===== src/hdl/cpec_div.sv =====
// ----------------------------------------------------------------------------
// cpec_div
// pipelined restoring divider, one quotient bit per stage, low bits kept
// ----------------------------------------------------------------------------
module cpec_div #(
    parameter int NUM_W = 8,
    parameter int DEN_W = 8,
    parameter int QUO_W = 8
) (
    input  logic             clk,
    input  logic [NUM_W-1:0] num,
    input  logic [DEN_W-1:0] den,
    output logic [QUO_W-1:0] quo
);

    logic [NUM_W-1:0] num_reg [1:NUM_W];
    logic [DEN_W-1:0] den_reg [1:NUM_W];
    logic [DEN_W-1:0] rem_reg [1:NUM_W];
    logic [QUO_W-1:0] quo_reg [1:NUM_W];

    for (genvar k = 0; k < NUM_W; k++)
    begin : g_step
        logic [NUM_W-1:0] num_in;
        logic [DEN_W-1:0] den_in;
        logic [DEN_W-1:0] rem_in;
        logic [QUO_W-1:0] quo_in;
        logic [DEN_W:0]   trial;
        logic [DEN_W+1:0] diff;
        logic             ge;

        if (k == 0)
        begin : g_first
            assign num_in = num;
            assign den_in = den;
            assign rem_in = '0;
            assign quo_in = '0;
        end
        else
        begin : g_next
            assign num_in = num_reg[k];
            assign den_in = den_reg[k];
            assign rem_in = rem_reg[k];
            assign quo_in = quo_reg[k];
        end

        // shift in the next numerator bit and try the subtract
        assign trial = {rem_in, num_in[NUM_W-1-k]};
        assign diff  = {1'b0, trial} - {2'b00, den_in};
        assign ge    = !diff[DEN_W+1];

        always_ff @(posedge clk)
        begin
            num_reg[k+1] <= num_in;
            den_reg[k+1] <= den_in;
            rem_reg[k+1] <= ge ? diff[DEN_W-1:0] : trial[DEN_W-1:0];
            quo_reg[k+1] <= {quo_in[QUO_W-2:0], ge};
        end
    end

    assign quo = quo_reg[NUM_W];

endmodule


===== config.mk =====
export PLATFORM = sky130hd
export DESIGN_NAME = cpec_div
export DESIGN_NICKNAME = d
export VERILOG_FILES = /design/src/hdl/cpec_div.sv
export SDC_FILE = /design/constraint.sdc
export NUM_CORES = 1
export LEC_CHECK = 0
export BUFFER_PORTS_ARGS = -buffer_cell sky130_fd_sc_hd__buf_2
export CORE_MARGIN = 2
export CORE_UTILIZATION = 50
export CTS_CLUSTER_SIZE = 14
export DETAILED_ROUTE_END_ITERATION = 16
export PLACE_DENSITY_LB_ADDON = 0.08
export SLEW_MARGIN = 20
export SYNTH_ARGS = -nofsm -noshare
export SYNTH_HDL_FRONTEND = slang
export SYNTH_SLANG_ARGS = --single-unit

===== constraint.sdc =====
create_clock -name clk -period 4.7 [get_ports clk]
set_input_delay 0 -clock clk [delete_from_list [all_inputs] [get_ports clk]]
set_output_delay 0 -clock clk [all_outputs]
set_load 0.005 [all_outputs]

* Word level (Yosys, flattened, before mapping) *
Memory sizes are Yosys's and may differ from the RTL's.
Cells that the tools add are included.

cells by class
  mux-type cells = 8
  reductions and logical operators = 8
  $add $sub $neg = 8

operators by type and width
  cell                                          count
  9-bit by 8-bit subtractor with 10-bit output  7
  8-bit two-way mux                             8
  1-bit by 8-bit subtractor with 9-bit output   1
  1-bit zero test                               8

storage, ports and cells
  input bits = 17
  register bits = 0
  memories = 4
  logic and storage cells = 28
  memory bits (writable) = 256
  output and inout bits = 8

memories
  memory   depth  bits a word  read ports  clocked after memory_dff  write ports  line  text
  den_reg  8      8            7           0                         8            17    logic [DEN_W-1:0] den_reg [1:NUM_W];
  num_reg  8      8            7           0                         8            16    logic [NUM_W-1:0] num_reg [1:NUM_W];
  quo_reg  8      8            8           0                         8            19    logic [QUO_W-1:0] quo_reg [1:NUM_W];
  rem_reg  8      8            7           0                         8            18    logic [DEN_W-1:0] rem_reg [1:NUM_W];

* Depth between registers and ports, before layout *
An unclocked memory read counts as a cell.

  depth after elaboration = 3
  mapped depth = 8
  depth with buffers taken out = 8

* Worst setup path after synthesis *
OpenSTA, ideal clock, no wires.

  path kind = register to register
  from = reg den_reg[0][9] (netlist name)
  to = reg rem_reg[0][18] (netlist name)
  cell stages (with the launch flop) = 8
  required time = 4.579 ns
  path slack = 2.604 ns
  clock period less this slack = 2.096 ns
  data arrival time = 1.975 ns
  library setup time = 0.121 ns
  cells stage by stage = dfxtp_1 -> inv_1 -> ha_1 -> nor2b_4 -> o21a_1 -> a311o_2 -> a21oi_4 -> mux2_4

==> flow_metrics.tcl <==
set metrics [dict create \
    setup_tns_ns 0 \
    detail-route-antenna-nets 0 \
    fin_hold_ws_ns 0.201 \
    synth_cell_types 49 \
    track_usage 0.154 \
    slew_viol_final 0 \
    area_growth_pct 15.8 \
    pwr-share-seq 0.421 \
    crit_chain "inv_1 -> ha_1 -> a21o_1 -> a21oi_1 -> a21oi_1 -> a21oi_2 -> mux2_2" \
    cts-root-buf "clkbuf_16" \
    coreArea_sq_um 12700 \
    drcViolationCount 0 \
    cts_buffer_depth 2 \
    die_area_sq_um 14100 \
    grt_max_degree 17 \
    syn_area_sq_um 6580 \
    dp_cells 775 \
    synth_seq_area_share 0.536 \
    worst_pin_slew_ns 0.556 \
    crit_type "reg2reg" \
    synth_warnings 0 \
    worstPathMaxFanout 8 \
    cts_tree "done" \
    crit_slowest_cell "a21oi_2" \
    die-height_um 119 \
    p_int_mw 3.18 \
    rsz0062_at_grt "false" \
    crit_path_end_kind "flop" \
    utilization 0.598 \
    worstReg2RegStart "den_reg[0][35]" \
    powerDensity_nw_per_um2 596 \
    ir_worst_vdd_v 0.000238 \
    maxCapViolCount 0 \
    ys_seq_elements 176 \
    yosysMostFrequentCell "dfxtp_1" \
    overflow 0 \
    crit_top_cell "a21oi_1" \
    relSlewSlack 0.630 \
    max_clock_freq_ghz 0.438 \
    fin_nets 718 \
    cellLeakagePower_nw 3.59 \
    worstPathRequired_ns 5.01 \
    clkSinkCount 176 \
    grt_pass1_vias 3931 \
    dr_total_vias 3952 \
    place_congestion 0.851 \
    min-delay-start "num[6]" \
    grt_pass1_wl_um 17100 \
    min_path_type "in2reg" \
    io_buffers 24 \
    clk_latency_ns 0.42 \
    synth_top_area_share 0.536 \
    final_cell_count_no_fill 823 \
    cp-endpoint "rem_reg[0][44]" \
    combPwrFrac 0.305 \
    syn_inst 577 \
    synthArstFlopShare 0 \
    hpwl_um 7330 \
    num_rows 41 \
    outcome "complete, no violations" \
    finalCriticalPeriod_ns 2.28 \
    yosysTopAreaCell "dfxtp_1" \
    synth_edf_count 0 \
    cts_setup_buffers 0 \
    hold_violations 0 \
    p_sw_frac 0.299 \
    h-tree-depth 4 \
    synth_commonest_cells "dfxtp_1, inv_1, ha_1" \
    ys.flop_type "dfxtp_1" \
    via_per_inst 4.80 \
    max_stage_delay_ns 0.48 \
    power.switching_mw 1.35 \
    routed_wirelength_um 9720 \
    synth_top_cells_by_area "dfxtp_1, ha_1, inv_1" \
    period_share 0.486 \
    clock_skew_ns 0.00747 \
    drive_above_1_share 0.149 \
    avgSynthCellArea_sq_um 11.4 \
    rr_worst_depth 7 \
    p_total_mw 4.53 \
    antennaDiodeCount 0 \
    drt-initial-drc-count 96 \
    startpoint "den_reg[0][35]" \
    crit-reg2reg-capture "rem_reg[0][44]" \
    io_pins 25 \
    arrival_ns 2.59 \
    wl_per_cell_um 11.8 \
    drt_pass1_iterations 4 \
    setup_viol 0 \
    power_frac_clock 0.275 \
    cts_made_buffers 17 \
    critPathLaunchType "flop" \
    clkSlewWorstSetupHoldPaths_ns 0.06 \
    fp.dieW_um 119 \
    initial_core_util 0.517 \
    antenna_found_initial 0 \
    reg2reg_slack_ns 2.42 \
]
-- how the worst min path moves through the flow --
stage,endpoint,cells past startpoint
floorplan,den_reg[0][10],0
global placement,num_reg[0][13],1
detailed placement,num_reg[0][12],1
CTS,num_reg[0][14],2
global route,num_reg[0][14],2
finish,num_reg[0][14],2
-- critical path: cells and delay by family (launching register included) --
kind	cells	cell delay [ns]
flip-flops	1	0.34
buffers and inverters	1	0.05
adder cells (fa/ha/maj)	1	0.34
multiplexers	1	0.40
AO/OA/AOI/OAI	4	1.02
-- kinds of logic after synthesis --
family,count (synthesis),share of synthesized area
flops,176,0.536
simple gates,101,0.0830
compound gates,99,0.113
buf+inv,76,0.0434
fa+ha+maj,63,0.127
mux,43,0.0740
xor+xnor,18,0.0240
other cells,1,0.000570
-- layout by cell type, fill, tap and decap left out, types with 4 or more instances in the layout --
master / instances
mux2_4: 5
nand2_1: 12
o31ai_1: 4
nand3_1: 4
fa_1: 6
dfxtp_1: 176
a21o_1: 18
and2_1: 6
nor3_1: 6
and3_1: 5
nand2b_1: 9
xor2_1: 6
xnor2_1: 12
clkinvlp_4: 5
a21boi_0: 4
mux2_2: 25
a211oi_1: 9
o21a_1: 8
o311ai_0: 4
inv_1: 76
o21ai_0: 13
dlygate4sd3_1: 16
o31a_1: 5
a21oi_1: 10
a31oi_1: 5
mux2i_1: 13
nor2_1: 32
ha_1: 57
nor2b_1: 17
a21oi_4: 5
clkbuf_16: 17
buf_2: 24
o21ai_1: 4
-- through the flow --
stage	setup WS, ns	instance area [sq um]
after floorplan	2.60	6580
after global placement	2.42	6920
after detailed placement	2.41	6920
after CTS	2.37	7610
after global routing	2.30	7610
final	2.42	7610
-- layer usage --
| metal | GRT usage | vias up | wire length [um] |
|---|---|---|---|
| met4 | 0.0722 | 0 | 160 |
| met2 | 0.283 | 42 | 5380 |
| met3 | 0.0536 | 15 | 269 |
| met5 | 0 | - | 0 |
| li1 | - | 2083 | - |
| met1 | 0.154 | 1812 | 3910 |
-- layout make-up --
type	count	area, sq um
Fill cell	1101	5110
Tap cell	172	215
Clock inverter	12	87.6
Timing Repair Buffer	40	280
Multi-Input combinational cell	327	2780
Sequential cell	176	3520
Inverter	76	285
Clock buffer	20	447
-- repair_timing --
item / in CTS / in global routing
setup endpoints to repair: 0 / 0
hold buffers: 16 / 0
endpoints found under the hold margin: 21 / 0
resized for setup: 0 / 0
-- power groups by stage --
stage	clock (mW)	combinational, mW	sequential (mW)
2_1_floorplan	0	1.12	1.91
3_3_place_gp	0	1.33	1.94
3_5_place_dp	0	1.38	1.94
4_1_cts	1.29	1.40	1.91
5_1_grt	1.35	1.57	1.94
6_report	1.25	1.38	1.91
No activity file was read; power rests on OpenSTA's default activity.
