==> config.mk <==
export PLATFORM = sky130hd
export DESIGN_NAME = cpec_isqrt
export DESIGN_NICKNAME = d
export VERILOG_FILES = /design/src/hdl/cpec_isqrt.sv
export SDC_FILE = /design/constraint.sdc
export NUM_CORES = 1
export LEC_CHECK = 0
export BUFFER_PORTS_ARGS = -buffer_cell sky130_fd_sc_hd__buf_2
export CAP_MARGIN = 20
export CELL_PAD_IN_SITES_DETAIL_PLACEMENT = 2
export CELL_PAD_IN_SITES_GLOBAL_PLACEMENT = 2
export CORE_ASPECT_RATIO = 1.5
export CORE_MARGIN = 1.5
export CORE_UTILIZATION = 39
export CTS_CLUSTER_DIAMETER = 200
export CTS_CLUSTER_SIZE = 40
export DETAILED_ROUTE_END_ITERATION = 12
export GPL_ROUTABILITY_DRIVEN = 0
export PLACE_DENSITY_LB_ADDON = 0.2
export SLEW_MARGIN = 20
export SYNTH_ARGS = -nofsm -noshare
export SYNTH_HDL_FRONTEND = slang
export SYNTH_SLANG_ARGS = --single-unit
==> constraint.sdc <==
create_clock -name clk -period 5.1 [get_ports clk]
set_clock_uncertainty 0.05 [all_clocks]
set_input_delay 1.02 -clock clk [delete_from_list [all_inputs] [get_ports clk]]
set_output_delay 1.02 -clock clk [all_outputs]
set_load 0.1 [all_outputs]
==> src/hdl/cpec_isqrt.sv <==
// ----------------------------------------------------------------------------
// cpec_isqrt
// pipelined integer square root, one root bit per stage
// ----------------------------------------------------------------------------
module cpec_isqrt #(
    parameter int IN_W = 8
) (
    input  logic                     clk,
    input  logic [IN_W-1:0]          radicand,
    output logic [(IN_W+1)/2-1:0]    root
);

    localparam int STEPS = (IN_W + 1) / 2;

    logic [IN_W-1:0] rad_reg [1:STEPS];
    logic [IN_W-1:0] res_reg [1:STEPS];

    for (genvar k = 0; k < STEPS; k++)
    begin : g_step
        localparam logic [IN_W-1:0] BIT_K =
            {{(IN_W-1){1'b0}}, 1'b1} << (2 * (STEPS - 1 - k));
        logic [IN_W-1:0] rad_in;
        logic [IN_W-1:0] res_in;
        logic [IN_W-1:0] tmp;

        if (k == 0)
        begin : g_first
            assign rad_in = radicand;
            assign res_in = '0;
        end
        else
        begin : g_next
            assign rad_in = rad_reg[k];
            assign res_in = res_reg[k];
        end

        assign tmp = res_in + BIT_K;

        always_ff @(posedge clk)
        begin
            if (rad_in >= tmp)
            begin
                rad_reg[k+1] <= rad_in - tmp;
                res_reg[k+1] <= (res_in >> 1) + BIT_K;
            end
            else
            begin
                rad_reg[k+1] <= rad_in;
                res_reg[k+1] <= res_in >> 1;
            end
        end
    end

    assign root = res_reg[STEPS][STEPS-1:0];

endmodule
Word-level counts from Yosys, hierarchy flattened. Memories as Yosys holds them, arrays and structs flattened. Cells that the tools add are included. Widths: inputs -> output; s select.

Register bits: 0. RAM bits: 64. Input port bits: 9. Output and inout bits: 4. Word-level logic and storage cells: 44. Memories: 2.

Memory list: rad_reg (depth 4, bits a word 8, read ports 3, clocked after Yosys merged registers in 0, wr ports 4, RTL line 15) `logic [IN_W-1:0] rad_reg [1:STEPS];`; res_reg (depth 4, bits a word 8, read ports 4, clocked after Yosys merged registers in 0, wr ports 4, RTL line 16) `logic [IN_W-1:0] res_reg [1:STEPS];`.

Add/sub/neg operators: 10. $lt $le $gt $ge: 4. Mux-type cells: 20. Bitwise logic cells: 8.

Operators with widths (count): $mux 8 (8); $ge 8x8->1 (3); $sub 8x8->8 (3); $mux 1 (12); $add 7x1->8 const B (1); $add 7x3->8 const B (1); $add 7x5->8 const B (1); $add 8x1->8 const B (1); $add 8x3->8 const B (1); $add 8x5->8 const B (1); $ge 8x7->1 const B (1); $or 1x1->1 (8); $sub 8x7->8 const B (1).

Longest topological paths before layout. An unclocked memory read counts as a cell.

Depth after elaboration: 6. Gate-level depth with buffers: 6. Gate-level depth less buffers: 6.

Worst setup path before layout. Ideal clock, no wire load.

Path kind: register to output. From: reg, netlist name res_reg[0][32]. To: out root[0]. Arrival: 909 ps. Required time: 4030 ps. Path slack: 3121 ps. Stages on the path, launching flop included: 1. Buffers on the path: 0. Cell sequence: dfxtp_1.

RTL lines: end, declared (RTL line 10) `output logic [(IN_W+1)/2-1:0] root`.

==> summary.md <==
* **run status** completed
* **power share of the clock group** 27.2%
* **combined area of all synthesized cells** 1180 um2
* **combined area of the multi-input logic cells** 450 um2
* **GRT Residual Overflow** 0
* **cell at the slowest stage of the critical path** sky130_fd_sc_hd__buf_2
* **worst path arrival time** 0.99 ns
* **Avg WL per Cell** 14.4 um
* **class of the most critical setup path** reg2out
* **setup repair after global routing missed its margin** no
* **synthesis-to-layout area growth** 15.7%
* **delay of the slowest cell on the worst path** 0.41 ns
* **global-route wire length before repair** 3.86 mm
* **Post CTS Setup Buffer Count** 0
* **sequential element share of the synthesized area** 57.7%
* **net switching component of the power** 203 uW
* **CTS H-tree depth** 2
* **post-synth net total** 122
* **switching part of the total power** 31.0%
* **First DRT Iteration DRCs** 9
* **vias post-DR** 783
* **worst-margin pin slew** 0.485 ns
* **pin count of the biggest net entering global routing** 10
* **final hold viol count** 0
* **max reg flops** 24
* **final critical delay including setup and external delays** 2.06 ns
* **GRT Resource Usage Total** 17.2%
* **launch point of the worst reg-to-reg path** res_reg[0][20]$_DFF_P_
* **antenna diode instance count** 0
* **Die Span X** 47.9 um
* **Sequential Area** 681 um2
* **clk_lat worst skew** 0.28 ns
* **number of I/O port buffers** 12
* **nature of the critical path startpoint** flip-flop
* **Crit Path Max Fanout** 1
* **cell chosen for the clock root** sky130_fd_sc_hd__clkbuf_8
* **data required time at the worst endpoint** 4.03 ns
* **share of final-layout standard cells stronger than drive strength 1** 20.5%
* **cell count after synthesis** 103
* **CTS Hold Bufs** 0
* **register bit count reported by yosys** 34
* **Max Fclk** 485 MHz
* **starting utilization of the core area** 40.9%
* **Post-Route Setup TNS** 0 ns
* **die outline height** 70.4 um
* **CP Depth** 1
* **R2R setup slack** 3.15 ns
* **via count of the first global-routing pass** 883
* **initial antenna violation count** 0
* **library cells used by synthesis** 25
* **worst setup path endpoint** root[0]
* **number of nets in the finished design** 141
* **clock net sink count** 34
* **number of warnings printed during yosys synthesis** 0
* **total leakage power** 0.000647 uW
* **Final Util** 47.4%
* **area of the core region** 2880 um2
* **WP buf/inv** 1
* **syn avg cell area** 11.5 um2
* **number of I/O pins** 13
* **Detailed Place HPWL** 1.82 mm
* **Area after DPL** 1290 um2
* **Comb power frac** 23.9%
* **crit path cell chain** buf_2
* **path type of the worst min-delay path** reg2reg
* **clock transition at the register clock pins on the worst setup and hold paths after CTS** 0.06 ns
* **Critical Path Start** res_reg[0][32]$_DFF_P_
* **remaining antenna violation count after routing** 0
* **fin. max-slew vios** 0
* **full die area** 3370 um2
* **reg-to-reg critical path endpoint** rad_reg[0][28]$_DFF_P_
* **kind of cell with the highest combined delay on the critical path** buffers and inverters
* **reported max-cap violation count** 0
* **Layout Cell Area excl Fill** 1370 um2
* **Layout fillers** 326
* **Internal** 452 uW
* **total wirelength of the detailed-routed design** 2.31 mm
* **number of CTS-inserted buffers** 5
* **Max Buffers Root-to-Sink** 2
* **Seq pwr share** 48.9%
* **type of destination of the critical path** output port
* **power density of the placed cells** 480 nW/um2
* **worst slew slack as a fraction of its limit** 67.9%
* **DRC Markers** 0
* **final setup violating endpoints** 0
* **count of cells resized by post-cts repair** 0
* **standard-cell row count** 24
* **final critical-path share of the clock period** 40.5%
* **worst reg-to-reg path cell count** 6
* **Detailed Routing Iterations Pass 1** 4
* **CTS tree** done
* **worst supply voltage drop on vdd** 0.000236 V
* **DR vias/cell** 4.86
-- metal layers --
layer  part of all wire [%]  wire length (um)  vias up  GRT usage (%)
li1                       -                 -      377              -
met5                      0                 0        -              0
met1                     31               714      386           13.2
met4                    2.0                46        0           8.11
met3                    3.5                82        4           5.43
met2                     64              1470       16           33.3
-- kinds of logic after synthesis --
group / after synthesis / share of synthesized area [%]
xor+xnor: 5 / 3.71
mux: 6 / 5.83
fa+ha+maj: 10 / 10.6
simple gates: 22 / 11.2
compound gates: 13 / 6.79
flops: 34 / 57.7
buf+inv: 13 / 4.14
-- cell usage after synthesis --
cell type | n | area (um2)
sky130_fd_sc_hd__mux2_2 | 3 | 33.8
sky130_fd_sc_hd__ha_1 | 10 | 125
sky130_fd_sc_hd__nand3_1 | 3 | 15.0
sky130_fd_sc_hd__and2_1 | 1 | 6.26
sky130_fd_sc_hd__xnor2_1 | 5 | 43.8
sky130_fd_sc_hd__a31oi_1 | 1 | 6.26
sky130_fd_sc_hd__nor4b_1 | 1 | 8.76
sky130_fd_sc_hd__o21a_1 | 3 | 22.5
sky130_fd_sc_hd__or4b_4 | 1 | 13.8
sky130_fd_sc_hd__nor4_1 | 1 | 6.26
sky130_fd_sc_hd__nor2b_1 | 2 | 12.5
sky130_fd_sc_hd__or2_2 | 1 | 6.26
sky130_fd_sc_hd__inv_1 | 13 | 48.8
sky130_fd_sc_hd__o21ai_1 | 1 | 5.00
sky130_fd_sc_hd__a41oi_1 | 1 | 8.76
sky130_fd_sc_hd__dfxtp_1 | 34 | 681
sky130_fd_sc_hd__or4_1 | 1 | 7.51
sky130_fd_sc_hd__nor2_1 | 4 | 15.0
sky130_fd_sc_hd__nor3_4 | 1 | 16.3
sky130_fd_sc_hd__nand2_1 | 5 | 18.8
sky130_fd_sc_hd__mux2i_1 | 2 | 20.0
sky130_fd_sc_hd__nor2_2 | 1 | 6.26
sky130_fd_sc_hd__mux2_4 | 1 | 15.0
sky130_fd_sc_hd__a21o_1 | 1 | 7.51
sky130_fd_sc_hd__o21ai_0 | 6 | 30.0
-- area by class of cell --
type	count	share of cell area [%]
clock buffer	7	5.59
inverter	13	3.57
multi-input combinational	56	33.0
sequential	34	49.9
tap	39	3.57
timing repair buffer	12	4.40
-- how the worst min path moves through the flow --
stage / from / endpoint / slack [ns] / depth (start not counted)
2_1_floorplan: res_reg[0][14]$_DFF_P_ / res_reg[0][21]$_DFF_P_ / 0.28 / 0
3_3_place_gp: rad_reg[0][17]$_DFF_P_ / rad_reg[0][25]$_DFF_P_ / 0.28 / 0
3_5_place_dp: res_reg[0][20]$_DFF_P_ / res_reg[0][27]$_DFF_P_ / 0.29 / 0
4_1_cts: res_reg[0][14]$_DFF_P_ / res_reg[0][21]$_DFF_P_ / 0.30 / 0
5_1_grt: res_reg[0][26]$_DFF_P_ / res_reg[0][33]$_DFF_P_ / 0.31 / 0
6_report: res_reg[0][14]$_DFF_P_ / res_reg[0][21]$_DFF_P_ / 0.30 / 0
-- power groups by stage --
stage	Sequential, uW	Clock [uW]	Combinational (uW)
3_3_place_gp	325	0	152
5_1_grt	324	195	172
3_5_place_dp	327	0	159
4_1_cts	321	184	160
2_1_floorplan	375	0	73.5
6_report	320	178	157
-- layout by cell type (no fill, tap or decap), drive strengths merged --
master  count
ha         10
nand3       3
mux2        4
nor2        5
xnor2       5
or2         1
nor2b       2
a41oi       1
a21o        1
nor4        1
and2        1
nand2       5
or4b        1
dfxtp      34
mux2i       2
o21ai       7
buf        12
o21a        3
nor3        1
clkbuf      7
inv        13
nor4b       1
or4         1
a31oi       1
-- per-stage QoR --
stage	worst slack, ns	power [uW]	hold WS (ns)	std cells
floorplan	3.12	449	0.281	103
global placement	3.31	477	0.285	154
detailed placement	3.22	485	0.289	154
CTS	3.02	665	0.304	161
global route	2.99	691	0.314	161
finish	3.04	655	0.303	161
-- worst reg2reg max path, stage by stage, from the launching register on --
cell and delay (ns):
sky130_fd_sc_hd__dfxtp_1 0.33, sky130_fd_sc_hd__inv_1 0.05, sky130_fd_sc_hd__ha_1 0.33, sky130_fd_sc_hd__nor2b_1 0.16, sky130_fd_sc_hd__o21ai_1 0.27, sky130_fd_sc_hd__nand3_1 0.29
sky130_fd_sc_hd__mux2_2 0.35
No activity file was read; power rests on OpenSTA's default activity.
